[config.mk]
export PLATFORM = sky130hd
export DESIGN_NAME = debounced_contact_reporter_top
export DESIGN_NICKNAME = d
export VERILOG_FILES = /design/src/design/dcr_pkg.sv /design/src/design/debounced_contact_reporter_top.sv
export SDC_FILE = /design/constraint.sdc
export NUM_CORES = 1
export LEC_CHECK = 0
export BUFFER_PORTS_ARGS = -buffer_cell sky130_fd_sc_hd__buf_2
export CAP_MARGIN = 20
export CORE_MARGIN = 8
export CORE_UTILIZATION = 40
export CTS_CLUSTER_DIAMETER = 200
export DETAILED_ROUTE_END_ITERATION = 8
export HOLD_SLACK_MARGIN = 0.06
export PLACE_DENSITY = 0.63
export SLEW_MARGIN = 5
export SYNTH_ARGS = -nofsm -noshare
export SYNTH_HDL_FRONTEND = slang
export SYNTH_SLANG_ARGS = --single-unit
export TNS_END_PERCENT = 10
[constraint.sdc]
create_clock -name i_clk -period 7.5 [get_ports i_clk]
set_input_delay 0 -clock i_clk [delete_from_list [all_inputs] [get_ports i_clk]]
set_output_delay 0 -clock i_clk [all_outputs]
set_load 0.005 [all_outputs]
[src/design/dcr_pkg.sv]
package dcr_pkg;

    typedef enum logic [2:0] {
        REG_CHANNEL_ENABLE = 3'd0,
        REG_OPEN_ACTION    = 3'd1,
        REG_CLOSE_ACTION   = 3'd2,
        REG_DEBOUNCE_MS    = 3'd3,
        REG_PERIOD_MS      = 3'd4
    } t_reg_idx;

    typedef logic [1:0] t_action;

    localparam t_action ACT_NONE  = 2'd0;
    localparam t_action ACT_SEND0 = 2'd1;
    localparam t_action ACT_SEND1 = 2'd2;

    localparam int DEBOUNCE_W = 16;
    localparam int PERIOD_W   = 32;

    localparam int QUEUE_DEPTH = 4;
    localparam int QUEUE_PTR_W = $clog2(QUEUE_DEPTH);
    localparam int QUEUE_CNT_W = $clog2(QUEUE_DEPTH + 1);

    typedef struct packed {
        logic send_value;
        logic last_of_run;
    } t_result;

endpackage

[src/design/debounced_contact_reporter_top.sv]
// Channel    Handshake           Payload
// tick in    i_valid / o_ready   i_level_present, i_contact_level
// result     o_valid / i_ready   o_send_value, o_last_of_run
// config     APB psel/penable    paddr[4:0], pwdata[31:0], prdata[31:0]
//
// A tick transaction is processed in the cycle it is accepted, one tick per cycle while o_ready is high.
// Each tick queues zero, one or two results in a four-entry result queue.
// o_ready is high while the queue has room for two results, so output stalls
// hold off ticks only when the queue is nearly full.
// Reset is synchronous and active low; it clears all state and registers but not the result queue storage.
module debounced_contact_reporter_top (
    input  logic        i_clk,
    input  logic        i_rst_n,
    input  logic        i_valid,
    output logic        o_ready,
    input  logic        i_level_present,
    input  logic        i_contact_level,
    output logic        o_valid,
    input  logic        i_ready,
    output logic        o_send_value,
    output logic        o_last_of_run,
    input  logic        psel,
    input  logic        penable,
    input  logic        pwrite,
    input  logic [4:0]  paddr,
    input  logic [31:0] pwdata,
    output logic [31:0] prdata,
    output logic        pready
);

    logic                            r_channel_enable;
    dcr_pkg::t_action                r_open_action;
    dcr_pkg::t_action                r_close_action;
    logic [dcr_pkg::DEBOUNCE_W-1:0]  r_debounce_ms;
    logic [dcr_pkg::PERIOD_W-1:0]    r_period_ms;

    logic                            r_raw_known,    n_raw_known;
    logic                            r_raw_level,    n_raw_level;
    logic                            r_ref_level,    n_ref_level;
    logic [dcr_pkg::DEBOUNCE_W-1:0]  r_deb_elapsed,  n_deb_elapsed;
    logic                            r_stable_known, n_stable_known;
    logic                            r_stable_level, n_stable_level;
    logic                            r_armed,        n_armed;
    logic [dcr_pkg::PERIOD_W-1:0]    r_per_elapsed,  n_per_elapsed;

    logic [dcr_pkg::DEBOUNCE_W-1:0]  deb_base;
    logic [dcr_pkg::PERIOD_W-1:0]    per_base;
    logic                            pass;
    logic                            emit_change;
    logic                            emit_period;
    logic                            emit_ok;
    dcr_pkg::t_action                act;

    dcr_pkg::t_result                r_queue [dcr_pkg::QUEUE_DEPTH];
    logic [dcr_pkg::QUEUE_PTR_W-1:0] r_wr_ptr;
    logic [dcr_pkg::QUEUE_PTR_W-1:0] r_rd_ptr;
    logic [dcr_pkg::QUEUE_CNT_W-1:0] r_count;
    logic [dcr_pkg::QUEUE_PTR_W-1:0] wr_ptr_next;
    logic                            push0;
    logic                            push1;
    logic                            pop;
    dcr_pkg::t_result                res0;
    dcr_pkg::t_result                res1;
    logic                            in_acc;
    logic                            cfg_wr;
    dcr_pkg::t_reg_idx               cfg_idx;

    assign cfg_wr  = psel & penable & pwrite;
    assign cfg_idx = dcr_pkg::t_reg_idx'(paddr[4:2]);
    assign pready  = 1'b1;

    always_ff @(posedge i_clk) begin
        if (!i_rst_n) begin
            r_channel_enable <= 1'b0;
            r_open_action    <= dcr_pkg::ACT_NONE;
            r_close_action   <= dcr_pkg::ACT_NONE;
            r_debounce_ms    <= '0;
            r_period_ms      <= '0;
        end else if (cfg_wr) begin
            case (cfg_idx)
                dcr_pkg::REG_CHANNEL_ENABLE: r_channel_enable <= pwdata[0];
                dcr_pkg::REG_OPEN_ACTION:    r_open_action    <= pwdata[1:0];
                dcr_pkg::REG_CLOSE_ACTION:   r_close_action   <= pwdata[1:0];
                dcr_pkg::REG_DEBOUNCE_MS:    r_debounce_ms    <= pwdata[15:0];
                dcr_pkg::REG_PERIOD_MS:      r_period_ms      <= pwdata;
                default: ;
            endcase
        end
    end

    always_comb begin
        prdata = '0;
        case (cfg_idx)
            dcr_pkg::REG_CHANNEL_ENABLE: prdata = {31'd0, r_channel_enable};
            dcr_pkg::REG_OPEN_ACTION:    prdata = {30'd0, r_open_action};
            dcr_pkg::REG_CLOSE_ACTION:   prdata = {30'd0, r_close_action};
            dcr_pkg::REG_DEBOUNCE_MS:    prdata = {16'd0, r_debounce_ms};
            dcr_pkg::REG_PERIOD_MS:      prdata = r_period_ms;
            default:                     prdata = '0;
        endcase
    end

    assign in_acc = i_valid & o_ready;

    always_comb begin
        n_raw_known    = r_raw_known | i_level_present;
        n_raw_level    = i_level_present ? i_contact_level : r_raw_level;
        n_ref_level    = r_ref_level;
        deb_base       = r_deb_elapsed;
        n_stable_known = r_stable_known;
        n_stable_level = r_stable_level;
        n_armed        = r_armed;
        per_base       = r_per_elapsed;
        pass           = 1'b0;
        emit_change    = 1'b0;
        emit_period    = 1'b0;

        if (n_raw_known) begin
            if (r_debounce_ms != '0) begin
                if (n_raw_level != r_ref_level) begin
                    n_ref_level = n_raw_level;
                    deb_base    = '0;
                end
                pass = (deb_base >= r_debounce_ms);
            end else begin
                pass = 1'b1;
            end
            if (pass && (!r_stable_known || n_raw_level != r_stable_level)) begin
                n_stable_known = 1'b1;
                n_stable_level = n_raw_level;
                emit_change    = 1'b1;
            end
        end

        if (n_stable_known && r_period_ms != '0) begin
            if (!r_armed) begin
                n_armed  = 1'b1;
                per_base = '0;
            end else if (r_per_elapsed >= r_period_ms) begin
                per_base    = '0;
                emit_period = 1'b1;
            end
        end

        n_deb_elapsed = (deb_base != '1) ? deb_base + 1'b1 : deb_base;
        n_per_elapsed = (n_armed && per_base != '1) ? per_base + 1'b1 : per_base;

        act     = n_stable_level ? r_close_action : r_open_action;
        emit_ok = (act == dcr_pkg::ACT_SEND0) || (act == dcr_pkg::ACT_SEND1);
    end

    always_ff @(posedge i_clk) begin
        if (!i_rst_n) begin
            r_raw_known    <= 1'b0;
            r_raw_level    <= 1'b0;
            r_ref_level    <= 1'b0;
            r_deb_elapsed  <= '0;
            r_stable_known <= 1'b0;
            r_stable_level <= 1'b0;
            r_armed        <= 1'b0;
            r_per_elapsed  <= '0;
        end else if (in_acc && r_channel_enable) begin
            r_raw_known    <= n_raw_known;
            r_raw_level    <= n_raw_level;
            r_ref_level    <= n_ref_level;
            r_deb_elapsed  <= n_deb_elapsed;
            r_stable_known <= n_stable_known;
            r_stable_level <= n_stable_level;
            r_armed        <= n_armed;
            r_per_elapsed  <= n_per_elapsed;
        end
    end

    // Both results of one tick carry the same value; only the final one is marked last.
    assign push0 = in_acc && r_channel_enable && emit_ok && (emit_change || emit_period);
    assign push1 = in_acc && r_channel_enable && emit_ok && emit_change && emit_period;
    assign res0.send_value  = (act == dcr_pkg::ACT_SEND1);
    assign res0.last_of_run = ~push1;
    assign res1.send_value  = (act == dcr_pkg::ACT_SEND1);
    assign res1.last_of_run = 1'b1;
    assign wr_ptr_next = r_wr_ptr + 1'b1;

    assign o_valid = (r_count != '0);
    assign o_ready = (r_count <= dcr_pkg::QUEUE_CNT_W'(dcr_pkg::QUEUE_DEPTH - 2));
    assign pop     = o_valid & i_ready;
    assign o_send_value  = r_queue[r_rd_ptr].send_value;
    assign o_last_of_run = r_queue[r_rd_ptr].last_of_run;

    always_ff @(posedge i_clk) begin
        if (push0) begin
            r_queue[r_wr_ptr] <= res0;
        end
        if (push1) begin
            r_queue[wr_ptr_next] <= res1;
        end
    end

    always_ff @(posedge i_clk) begin
        if (!i_rst_n) begin
            r_wr_ptr <= '0;
            r_rd_ptr <= '0;
            r_count  <= '0;
        end else begin
            r_wr_ptr <= r_wr_ptr + dcr_pkg::QUEUE_PTR_W'(push0) + dcr_pkg::QUEUE_PTR_W'(push1);
            r_rd_ptr <= r_rd_ptr + dcr_pkg::QUEUE_PTR_W'(pop);
            r_count  <= r_count + dcr_pkg::QUEUE_CNT_W'(push0) + dcr_pkg::QUEUE_CNT_W'(push1)
                        - dcr_pkg::QUEUE_CNT_W'(pop);
        end
    end

`ifndef ASSERT_OFF
    a_count_bound: assert property (@(posedge i_clk) disable iff (!i_rst_n)
        r_count <= dcr_pkg::QUEUE_CNT_W'(dcr_pkg::QUEUE_DEPTH))
        else $error("Result queue count exceeds its depth.");

    a_partner_queued: assert property (@(posedge i_clk) disable iff (!i_rst_n)
        (o_valid && !o_last_of_run) |-> (r_count >= dcr_pkg::QUEUE_CNT_W'(2)))
        else $error("A non-final result has no final result queued behind it.");

    a_disabled_silent: assert property (@(posedge i_clk) disable iff (!i_rst_n)
        (in_acc && !r_channel_enable) |=> (r_count <= $past(r_count)))
        else $error("A transaction on a disabled channel produced a result.");

    a_timer_idle: assert property (@(posedge i_clk) disable iff (!i_rst_n)
        !r_armed |-> (r_per_elapsed == '0))
        else $error("Periodic timer counted before it was armed.");
`endif

endmodule
[Yosys cells after proc, flatten, opt, wreduce, memory -nomap -nowiden]
Memories as Yosys holds them, arrays and structs flattened. A register that Yosys moved wholly into a read port is not among the register bits.
Index checks and enable logic that the tools add are counted.
Word-level totals
  flip-flop bits (word level): 114
  input port bits: 46
  bits in writable memories: 8
  memories: 1
  output and inout port bits: 37
Memory list
  r_queue: depth 4, width 2, read ports 1, clocked after memory_dff 1, write ports 2, line debounced_contact_reporter_top.sv:54  | dcr_pkg::t_result r_queue [dcr_pkg::QUEUE_DEPTH];
Cells by class
  bitwise gates (word level): 6
  muxes and demuxes: 30
  order comparisons: 3
  add/subtract/negate cells: 9
  equality and inequality tests: 10
  reduce and logical (&&, ||, !) cells: 22
Operator list (count)
  $pmux 32 s5: 1
  $mux 32: 4
  $mux 16: 6
  $add 32x1->32 const B: 1
  $ge 32x32->1: 1
  $ne 32x32->1 const B: 1
  $reduce_bool 32->1: 1
  $mux 1: 17
  $add 16x1->16 const B: 1
  $ge 16x16->1: 1
  $ne 16x16->1 const B: 1
  $reduce_bool 16->1: 1
  $reduce_and 2->1: 5
  $logic_and 1x1->1: 8
  $add 2x1->2: 3
  $add 3x1->3: 2
  $eq 3x2->1 const B: 2
  $and 1x1->1: 4
  $mux 2: 2
  $reduce_and 4->1: 1
  $eq 3x1->1 const B: 1
  $eq 3x3->1 const B: 1
  $le 3x2->1 const B: 1
  $logic_not 3->1: 1
  10 further kinds: 13

[Logic depth before layout (Yosys ltp)]
Gate-level depths: netlist of run 1.
  depth in word-level cells: 19
  gate-level depth with buffers: 21
  depth with buffers taken out: 20

[Least setup slack after synthesis of run 1]
OpenSTA, ideal clock, no wires.
  path kind: flip-flop to flip-flop
  from: reg r_raw_level
  to: reg r_count[2] (netlist bit)
  cell stages (with the launch flop): 22
  arrival: 5313 ps
  slack: 2059 ps
  setup time: 128 ps
  data required time: 7372 ps
  period minus slack after synthesis: 5441 ps
  path buffers: 1
  cells stage by stage: dfxtp_1 mux2i_2 xor2_1 clkbuf_1 and2_1 ha_1 a21oi_1 o21ai_0 a2111oi_4 a21oi_1 mux2i_1 mux2_2 ha_1 a211o_1 a211oi_2 o21ai_1 ha_1 inv_1 fa_1 fa_1 xor2_1 nor2_1
Between the ends
  word-level cells in the longest chain between the ends: 19
  elaborated cells on any way between the ends: 31
  classes of those cells: add/sub (3); order compare (1); eq/ne (4); mux (14); reduce/logical (9)
Ends and longest elaborated chain
  from (decl): line debounced_contact_reporter_top.sv:38  | logic r_raw_level, n_raw_level;
  from (signal assigned): line debounced_contact_reporter_top.sv:164  | r_raw_level <= n_raw_level;
  $mux 1 *: line debounced_contact_reporter_top.sv:107  | n_raw_level = i_level_present ? i_contact_level : r_raw_level;
  $ne 1x1->1: line debounced_contact_reporter_top.sv:120  | if (n_raw_level != r_ref_level) begin
  $mux 16: line debounced_contact_reporter_top.sv:120
  $mux 16: line debounced_contact_reporter_top.sv:119  | if (r_debounce_ms != '0) begin
  $mux 16: line debounced_contact_reporter_top.sv:118  | if (n_raw_known) begin
  $ge 16x16->1: line debounced_contact_reporter_top.sv:124  | pass = (deb_base >= r_debounce_ms);
  $mux 1: line debounced_contact_reporter_top.sv:119
  $mux 1: line debounced_contact_reporter_top.sv:118
  [3 not listed]
  $mux 2: line debounced_contact_reporter_top.sv:148  | act = n_stable_level ? r_close_action : r_open_action;
  $eq 2x1->1 or $eq 2x2->1 (tied branches): line debounced_contact_reporter_top.sv:149  | emit_ok = (act == dcr_pkg::ACT_SEND0) || (act == dcr_pkg::ACT_SEND1);
  $logic_or 1x1->1: line debounced_contact_reporter_top.sv:149
  $logic_and 1x1->1: line debounced_contact_reporter_top.sv:175, debounced_contact_reporter_top.sv:176
  $logic_and 1x1->1 (on tied branches): line debounced_contact_reporter_top.sv:175, debounced_contact_reporter_top.sv:176
  $add 3x1->3 or $logic_and 1x1->1 (tied branches): line debounced_contact_reporter_top.sv:206, debounced_contact_reporter_top.sv:176
  $add 3x1->3 *: line debounced_contact_reporter_top.sv:206  | r_count <= r_count + dcr_pkg::QUEUE_CNT_W'(push0) + dcr_pkg::QUEUE_CNT_W'(push1)
  $sub 3x1->3 *: line debounced_contact_reporter_top.sv:207  | - dcr_pkg::QUEUE_CNT_W'(pop);
  to (signal assigned): line debounced_contact_reporter_top.sv:206
  to (decl): line debounced_contact_reporter_top.sv:57  | logic [dcr_pkg::QUEUE_CNT_W-1:0] r_count;
Every way passes the cells marked *; elsewhere a longest branch is shown, timed or not. The select of a mux whose other input is x is not followed.
A chain may end at the register's enable or synchronous reset.

[Final worst setup path of run 1]
  from: in i_level_present
  to: reg r_count[2] (netlist bit)
Between the ends
  word-level cells in the longest chain between the ends: 19
  elaborated cells on any way between the ends: 32
  classes of those cells: add/sub (3); order compare (1); eq/ne (4); mux (14); bitwise (1); reduce/logical (9)
Ends and longest elaborated chain
  from (decl): line debounced_contact_reporter_top.sv:16  | input logic i_level_present,
  $mux 1: line debounced_contact_reporter_top.sv:107
  $ne 1x1->1: line debounced_contact_reporter_top.sv:120
  $mux 16: line debounced_contact_reporter_top.sv:120
  $mux 16: line debounced_contact_reporter_top.sv:119
  $mux 16: line debounced_contact_reporter_top.sv:118
  $ge 16x16->1: line debounced_contact_reporter_top.sv:124
  $mux 1: line debounced_contact_reporter_top.sv:119
  $mux 1: line debounced_contact_reporter_top.sv:118
  [3 not listed]
  $mux 2: line debounced_contact_reporter_top.sv:148
  $eq 2x1->1 or $eq 2x2->1 (tied branches): line debounced_contact_reporter_top.sv:149
  $logic_or 1x1->1: line debounced_contact_reporter_top.sv:149
  $logic_and 1x1->1: line debounced_contact_reporter_top.sv:175, debounced_contact_reporter_top.sv:176
  $logic_and 1x1->1 (on tied branches): line debounced_contact_reporter_top.sv:175, debounced_contact_reporter_top.sv:176
  $add 3x1->3 or $logic_and 1x1->1 (tied branches): line debounced_contact_reporter_top.sv:206, debounced_contact_reporter_top.sv:176
  $add 3x1->3 *: line debounced_contact_reporter_top.sv:206
  $sub 3x1->3 *: line debounced_contact_reporter_top.sv:207
Marks and branches as above.

==> results of run 1 <==
==> repair_timing <==
action | in CTS | in global routing
hold endpoints to repair | 57 | 0
resized for setup | 0 | 0
hold buffers | 40 | 0
==> routing by layer <==
layer | wire length, um | GRT usage, % | up-vias
li1 | - | - | 3525
met1 | 9462 | 22.07 | 3274
met2 | 9813 | 29.49 | 182
met3 | 1050 | 4.060 | 26
met4 | 272 | 5.040 | 0
met5 | 0 | 0 | -
==> how the worst max path moves through the flow <==
stage / from / endpoint / depth (start not counted) / slack (ns)
after floorplan: r_raw_level / r_count[2] / 21 / 2.06
after global placement: r_raw_level / r_count[2] / 20 / 1.39
after detailed placement: r_raw_level / r_count[2] / 20 / 1.25
after CTS: r_raw_level / r_count[2] / 20 / 1.24
after global routing: i_level_present / r_count[2] / 22 / 0.83
final: i_level_present / r_count[2] / 22 / 1.30
==> state kept, by name, indices dropped and copies added, names as in the netlist <==
name,count
r_queue,8
r_count,3
r_raw_level,1
r_armed,1
r_open_action,2
r_wr_ptr,2
r_channel_enable,1
r_close_action,2
r_per_elapsed,32
r_debounce_ms,16
r_deb_elapsed,16
r_raw_known,1
r_period_ms,32
r_rd_ptr,2
r_stable_level,1
r_stable_known,1
r_ref_level,1
==> power breakdown <==
part | internal [W] | switching, W | total [W]
Clock | 0.000544 | 0.000317 | 0.000861
Combinational | 0.0000760 | 0.0000868 | 0.000163
Sequential | 0.000664 | 0.0000130 | 0.000677
==> final cells by class <==
type                            count  area [um2]  area share [%]
Tap cell                          234       292.8           3.217
Timing Repair Buffer              125       840.8           9.240
Inverter                           70       262.8           2.887
Sequential cell                   122        2482           27.28
Multi-Input combinational cell    694        4598           50.53
Clock inverter                     12       166.4           1.829
Clock buffer                       20       456.7           5.019
==> worst register-to-register path: cells and delay by family, from the launching register on <==
kind                     cells  cell delay [ns]
adder cells (fa/ha/maj)      5             1.67
flip-flops                   1             0.32
multiplexers                 3             0.99
AO/OA/AOI/OAI                7             1.87
AND/OR/NAND/NOR              2             0.30
buffers and inverters        1             0.05
XOR/XNOR                     2             0.86
==> stage by stage <==
step	setup slack, ns	total power (W)	utilization (%)	cells	cell area [um2]
after floorplan	2.059	0.0007891	-	934	7552
after global placement	1.387	0.0008381	43.32	1205	8077
after detailed placement	1.248	0.0008388	43.32	1205	8077
after CTS	1.240	0.001719	48.81	1277	9100
after global routing	0.8289	0.001773	48.81	1277	9100
final	1.305	0.001701	48.81	1277	9100
==> cell families (layout without fill, tap and decap cells) <==
logic type | count (synthesis) | count (layout) | share of synthesized area [%]
compound gates | 231 | 231 | 21.02
xor+xnor | 12 | 12 | 1.392
fa+ha+maj | 57 | 57 | 9.742
buf+inv | 118 | 227 | 6.362
flops | 122 | 122 | 32.87
mux | 23 | 23 | 3.628
other cells | 1 | 1 | 0.04965
simple gates | 370 | 370 | 24.93
==> layout by cell type, fill, tap and decap left out, types with 4 or more instances in the layout <==
cell type      count
a211o_1           18
a21o_1             8
a21oi_1           99
a22o_1            14
and2_1            46
and3_1            13
and4_1             5
buf_2             79
buf_4              6
clkbuf_16         17
clkinv_4           6
dfxtp_1          118
dlygate4sd3_1     40
edfxtp_1           4
ha_1              54
inv_1             67
mux2i_1           17
nand2_1          152
nand2b_1           6
nand3_1           30
nand4_1           18
nor2_1            43
nor4_1            20
o211ai_1          24
o21ai_0           16
o21ai_1            6
or3_1              6
xnor2_1            7
xor2_1             5
==> impl_metrics.yaml, run 1 <==
outcome:
  outcome: "finished, final reports clean"
sta:
  drv_slew: 0
  tns_ns: 0
  slew_headroom_pct: 43.84
  fin_crit_ns: 6.195
  finalClockSkew_ns: 0.006907
  min_period_over_period_pct: 82.60
  clock.fmax_mhz: 161.4
  rsz0062_at_grt: "no"
  whs_ns: 0.06990
  setup-violations-final: 0
  hold_viol_final: 0
  tightestPinTransition_ns: 0.8425
placement:
  io_buffers: 79
  dp_hpwl_mm: 14.59
  globalplace.congestion: 0.8059
synthesis:
  yosysUniqueCellTypes: 83
  yosys.area.top_type: "dfxtp_1"
  seq_area_frac_synth_pct: 32.87
  synthCells: 934
  synth_area_mm2: 0.007552
  synth_ff_type: "dfxtp_1"
  synth-edff-count: 4
  avgSynthCellArea_um2: 8.086
  synth_top_area_share_pct: 31.28
  synthArstFlopShare_pct: 0
  ys_warn_count: 0
  ys_ff_latch: 122
  synth_common_cells: "nand2_1, dfxtp_1, a21oi_1"
  synth_area_leaders: "dfxtp_1, ha_1, nand2_1"
  syn_nets: 1037
  yosysMostFrequentCell: "nand2_1"
global_routing:
  grt_overflow_total: 0
  grt_pass1_wl_mm: 34.07
  grt.total_usage_pct: 17.56
  antenna_found_initial: 0
  grt_max_degree: 77
  grt_pass1_vias: 6713
worst_setup_path:
  worst-path-max-fanout: 17
  r2r-start: "r_raw_level"
  slowest_stage: "xor2_1"
  timing.rr.end: "r_count[2]"
  cp.buffers_inverters: 3
  crit_path_frequent_cell: "ha_1"
  cp_cell_sequence: "dlygate4sd3_1 > buf_2 > mux2i_2 > xor2_1 > and2_1 > ha_1 > a21oi_1 > o21ai_0 > a2111oi_4 > a21oi_1 > mux2i_1 > mux2_2 > ha_1 > a211o_1 > a211oi_2 > o21ai_1 > ha_1 > inv_1 > fa_1 > fa_1 > xor2_1 > nor2_1"
  slowest_delay_ns: 0.69
  r2r_cells: 20
  worst_setup_path_end_kind: "register"
  crit_family: "compound AO/OA/AOI/OAI gates"
  critPathKind: "primary input to register"
  crit_required_ns: 7.79
  cp.arrival_ns: 6.49
  ff2ff_setup_slack_ns: 1.33
  crit_path_start_kind: "primary input"
final_layout:
  nets: 1133
  nFillCells: 1815
  diodes: 0
  drive_above_1_share_pct: 14.48
  syn_to_final_growth_pct: 20.49
clocking:
  cts_setup_buffers: 0
  cts_htree_levels: 4
  clk_pin_slew_worst_paths_ns: 0.06
  cts_tree: "built"
  insertion_delay_ns: 0.42
  numCtsBuffers: 17
  cts_root_buf: "clkbuf_16"
  clockBufferDepth: 2
  cts_sinks: 122
floorplanning:
  dieHeight_um: 153.4
  coreArea_mm2: 0.01864
  io_pins: 83
  die_w_um: 153.4
  dieArea_mm2: 0.02353
  rows: 50
  initial_core_util_pct: 40.51
detailed_routing:
  vias: 7007
  wl_mm: 20.60
  drt-pass1-iter-count: 5
  wl_per_cell_um: 16.13
  drc: 0
  initialDrtViolationCount: 384
  antenna_left: 0
  viasPerCell: 5.487
hold_path:
  hold_end: "r_channel_enable"
  hold_depth: 5
  min_from: "pwrite"
  hold_class: "primary input to register"
flow_run:
  drv_cap: 0
power_and_ir_drop:
  powerDensity_mw_per_mm2: 186.9
  leakagePower_nw: 3.484
  ir_drop_mv: 0.1672
(Power assumes the default switching activity.)
==> run 2, diff against run 1 <==
--- a/config.mk
+++ b/config.mk
@@ -5,6 +5,7 @@
 export SDC_FILE = /design/constraint.sdc
 export NUM_CORES = 1
 export LEC_CHECK = 0
+export ABC_AREA = 1
 export BUFFER_PORTS_ARGS = -buffer_cell sky130_fd_sc_hd__buf_2
 export CAP_MARGIN = 20
 export CORE_MARGIN = 8
@@ -12,7 +13,7 @@
 export CTS_CLUSTER_DIAMETER = 200
 export DETAILED_ROUTE_END_ITERATION = 8
 export HOLD_SLACK_MARGIN = 0.06
-export PLACE_DENSITY = 0.63
+export PLACE_DENSITY = 0.65
 export SLEW_MARGIN = 5
 export SYNTH_ARGS = -nofsm -noshare
 export SYNTH_HDL_FRONTEND = slang
==> constraint.sdc (replaced) <==
create_clock -name i_clk -period 5.3 [get_ports i_clk]
set_input_delay 0 -clock i_clk [delete_from_list [all_inputs] [get_ports i_clk]]
set_output_delay 0 -clock i_clk [all_outputs]
set_load 0.005 [all_outputs]
==> impl_metrics.yaml, run 2 <==
detailed_routing:
  viasPerCell: 4.987
  met1_length_mm: 9.951
  wl_mm: 21.38
  drc: 0
  met2_length_mm: 10.24
  vias: 7810
  top_layer_used: "met4"
  wl_per_cell_um: 13.65
  wl_met3_um: 816
  antenna_left: 0
  initialDrtViolationCount: 564
  drt-pass1-iter-count: 5
worst_setup_path:
  crit_family: "adder cells"
  cp.arrival_ns: 4.98
  crit_path_frequent_cell: "nor2_1"
  critPathKind: "register to register"
  crit_required_ns: 5.58
  slowest_delay_ns: 0.41
  slowest_stage: "fa_1"
  cp_cell_sequence: "o21ai_2 > xor2_2 > inv_2 > nor2_1 > ha_1 > nand2_1 > nor2_1 > a21oi_1 > nand3_1 > nand2_1 > nand2_2 > nand2_4 > o21ai_0 > mux2i_1 > ha_1 > nor2_1 > o21ai_1 > ha_1 > inv_1 > fa_1 > fa_1 > xor2_1 > nor2_1"
  worst_setup_path_end_kind: "register"
  worst-path-max-fanout: 18
  crit_path_start_kind: "register"
  cp.buffers_inverters: 2
floorplanning:
  dieArea_mm2: 0.02452
  die_w_um: 156.6
  io_pins: 83
  rows: 51
  coreArea_mm2: 0.01946
  dieHeight_um: 156.6
  initial_core_util_pct: 40.63
clocking:
  cts_root_buf: "clkbuf_16"
  cts_sinks: 122
  cts_htree_levels: 4
  clk_pin_slew_worst_paths_ns: 0.06
  insertion_delay_ns: 0.43
  cts_resized: 0
  numCtsBuffers: 17
  cts_tree: "built"
  clockBufferDepth: 2
synthesis:
  synth_area_leaders: "dfxtp_1, nand2_1, ha_1"
  synth-edff-count: 4
  yosys.area.top_type: "dfxtp_1"
  syn_nets: 1286
  ys_warn_count: 0
  yosysUniqueCellTypes: 54
  synth_area_mm2: 0.007908
  avgSynthCellArea_um2: 6.684
  synth_ff_type: "dfxtp_1"
  synthArstFlopShare_pct: 0
  synthCells: 1183
  ys_ff_latch: 122
  synth_top_area_share_pct: 29.87
  seq_area_frac_synth_pct: 31.39
  synth_common_cells: "nand2_1, inv_1, nor2_1"
  yosysMostFrequentCell: "nand2_1"
sta:
  fin_crit_ns: 4.700
  setup-violations-final: 0
  tightestPinTransition_ns: 0.8801
  drv_slew: 0
  whs_ns: 0.1030
  hold_viol_final: 0
  worst_slack_ns: 0.5998
  slew_headroom_pct: 41.32
  tns_ns: 0
  clock.fmax_mhz: 212.8
  rsz0062_at_grt: "no"
  min_period_over_period_pct: 88.68
  finalClockSkew_ns: 0.009913
power_and_ir_drop:
  leakagePower_nw: 4.189
  switchingPower_w: 0.0006273
  power_frac_seq_pct: 39.3
  power.internal_w: 0.001807
  switching_share_pct: 25.76
  clockPowerShare_pct: 48.5
  combPwrFrac_pct: 12.2
  ir_drop_mv: 0.2351
  powerDensity_mw_per_mm2: 256.0
placement:
  globalplace.congestion: 0.8677
  dp_hpwl_mm: 15.53
  placedCellCount: 1493
  dp_slack_ns: 0.5987
  io_buffers: 79
outcome:
  outcome: "finished, final reports clean"
final_layout:
  diodes: 0
  multi_input_area_mm2: 0.004502
  mostFrequentLayoutCells: "nand2_1, inv_1, nor2_1, dfxtp_1, o21ai_0"
  nFillCells: 1950
  fin_cells: 1566
  finalCoreUtilization_pct: 48.87
  nets: 1392
  final_common_cell: "nand2_1"
  drive_above_1_share_pct: 13.45
  syn_to_final_growth_pct: 20.27
  seqCellArea_mm2: 0.002482
  largestRegisters: "r_per_elapsed x32, r_period_ms x32"
global_routing:
  grt_max_degree: 93
  grt_pass1_wl_mm: 35.38
  grt.total_usage_pct: 17.79
  antenna_found_initial: 0
  grt_overflow_total: 0
  grt_pass1_vias: 7212
hold_path:
  hold_class: "primary input to register"
flow_run:
  drv_cap: 0
[run 2: worst register-to-register path, stage by stage, from the launching register on]
cell and delay (ns):
dfxtp_1 0.31, o21ai_2 0.30, xor2_2 0.14, inv_2 0.26, nor2_1 0.08, ha_1 0.30, nand2_1 0.05, nor2_1 0.14
a21oi_1 0.08, nand3_1 0.08, nand2_1 0.06, nand2_2 0.09, nand2_4 0.08, o21ai_0 0.40, mux2i_1 0.26, ha_1 0.25
nor2_1 0.13, o21ai_1 0.17, ha_1 0.32, inv_1 0.05, fa_1 0.41, fa_1 0.39, xor2_1 0.15, nor2_1 0.05
[run 2: power by group through the flow]
stage / combinational (W) / sequential (W) / clock [W]
final: 0.000298 / 0.000956 / 0.00118
after global routing: 0.000343 / 0.000959 / 0.00124
after CTS: 0.000304 / 0.000956 / 0.00120
after detailed placement: 0.000278 / 0.000976 / 0
after global placement: 0.000274 / 0.000976 / 0
after floorplan: 0.000197 / 0.000973 / 0
[run 2: cell families (layout without fill, tap and decap cells)]
family	Yosys count	after routing	share of synthesized area (%)
and+or+nand+nor	528	528	30.60
adders and majority gates	57	57	9.304
DFF	122	122	31.39
xor gates and xnor gates	11	11	1.313
muxes	1	1	0.1266
buffers and inverters	236	354	11.68
AOI/OAI and AO/OA	227	227	15.54
other	1	1	0.04742
[run 2: final timing paths]
path	slack (ns)	cells after the start	end	startpoint
setup reg to reg	0.60	23	r_count[2]	r_raw_level
hold / removal	0.10	5	r_deb_elapsed[1]	i_valid
setup / recovery	0.60	23	r_count[2]	r_raw_level
hold reg to reg	0.47	2	r_deb_elapsed[4]	r_deb_elapsed[4]
[run 2: final cells by class]
type                    instances  share of cell area (%)
repair buffers                128                   9.130
well taps                     265                   3.486
multi-input cells             825                   47.34
clock buffers                  19                   4.657
flip-flops and latches        122                   26.10
inverters                     195                   7.696
clock inverters                12                   1.592
[run 2: what timing repair did]
action | in CTS | in global routing
setup endpoints to repair | 0 | 0
endpoints found under the hold margin | 57 | 0
hold buffers | 42 | 0
setup buffers | 0 | 0
[run 2: metrics by stage]
| step | area, um2 | total power (W) |
|---|---|---|
| finish | 9510 | 0.002435 |
| CTS | 9510 | 0.002455 |
| global route | 9510 | 0.002539 |
| floorplan | 7908 | 0.001170 |
| global placement | 8496 | 0.001250 |
| detailed placement | 8496 | 0.001254 |
[run 2: routing by layer]
metal / vias up / GRT usage, %
met2: 149 / 30.09
met1: 3544 / 22.39
met4: 0 / 5.538
met3: 27 / 3.392
li1: 4090 / -
met5: - / 0
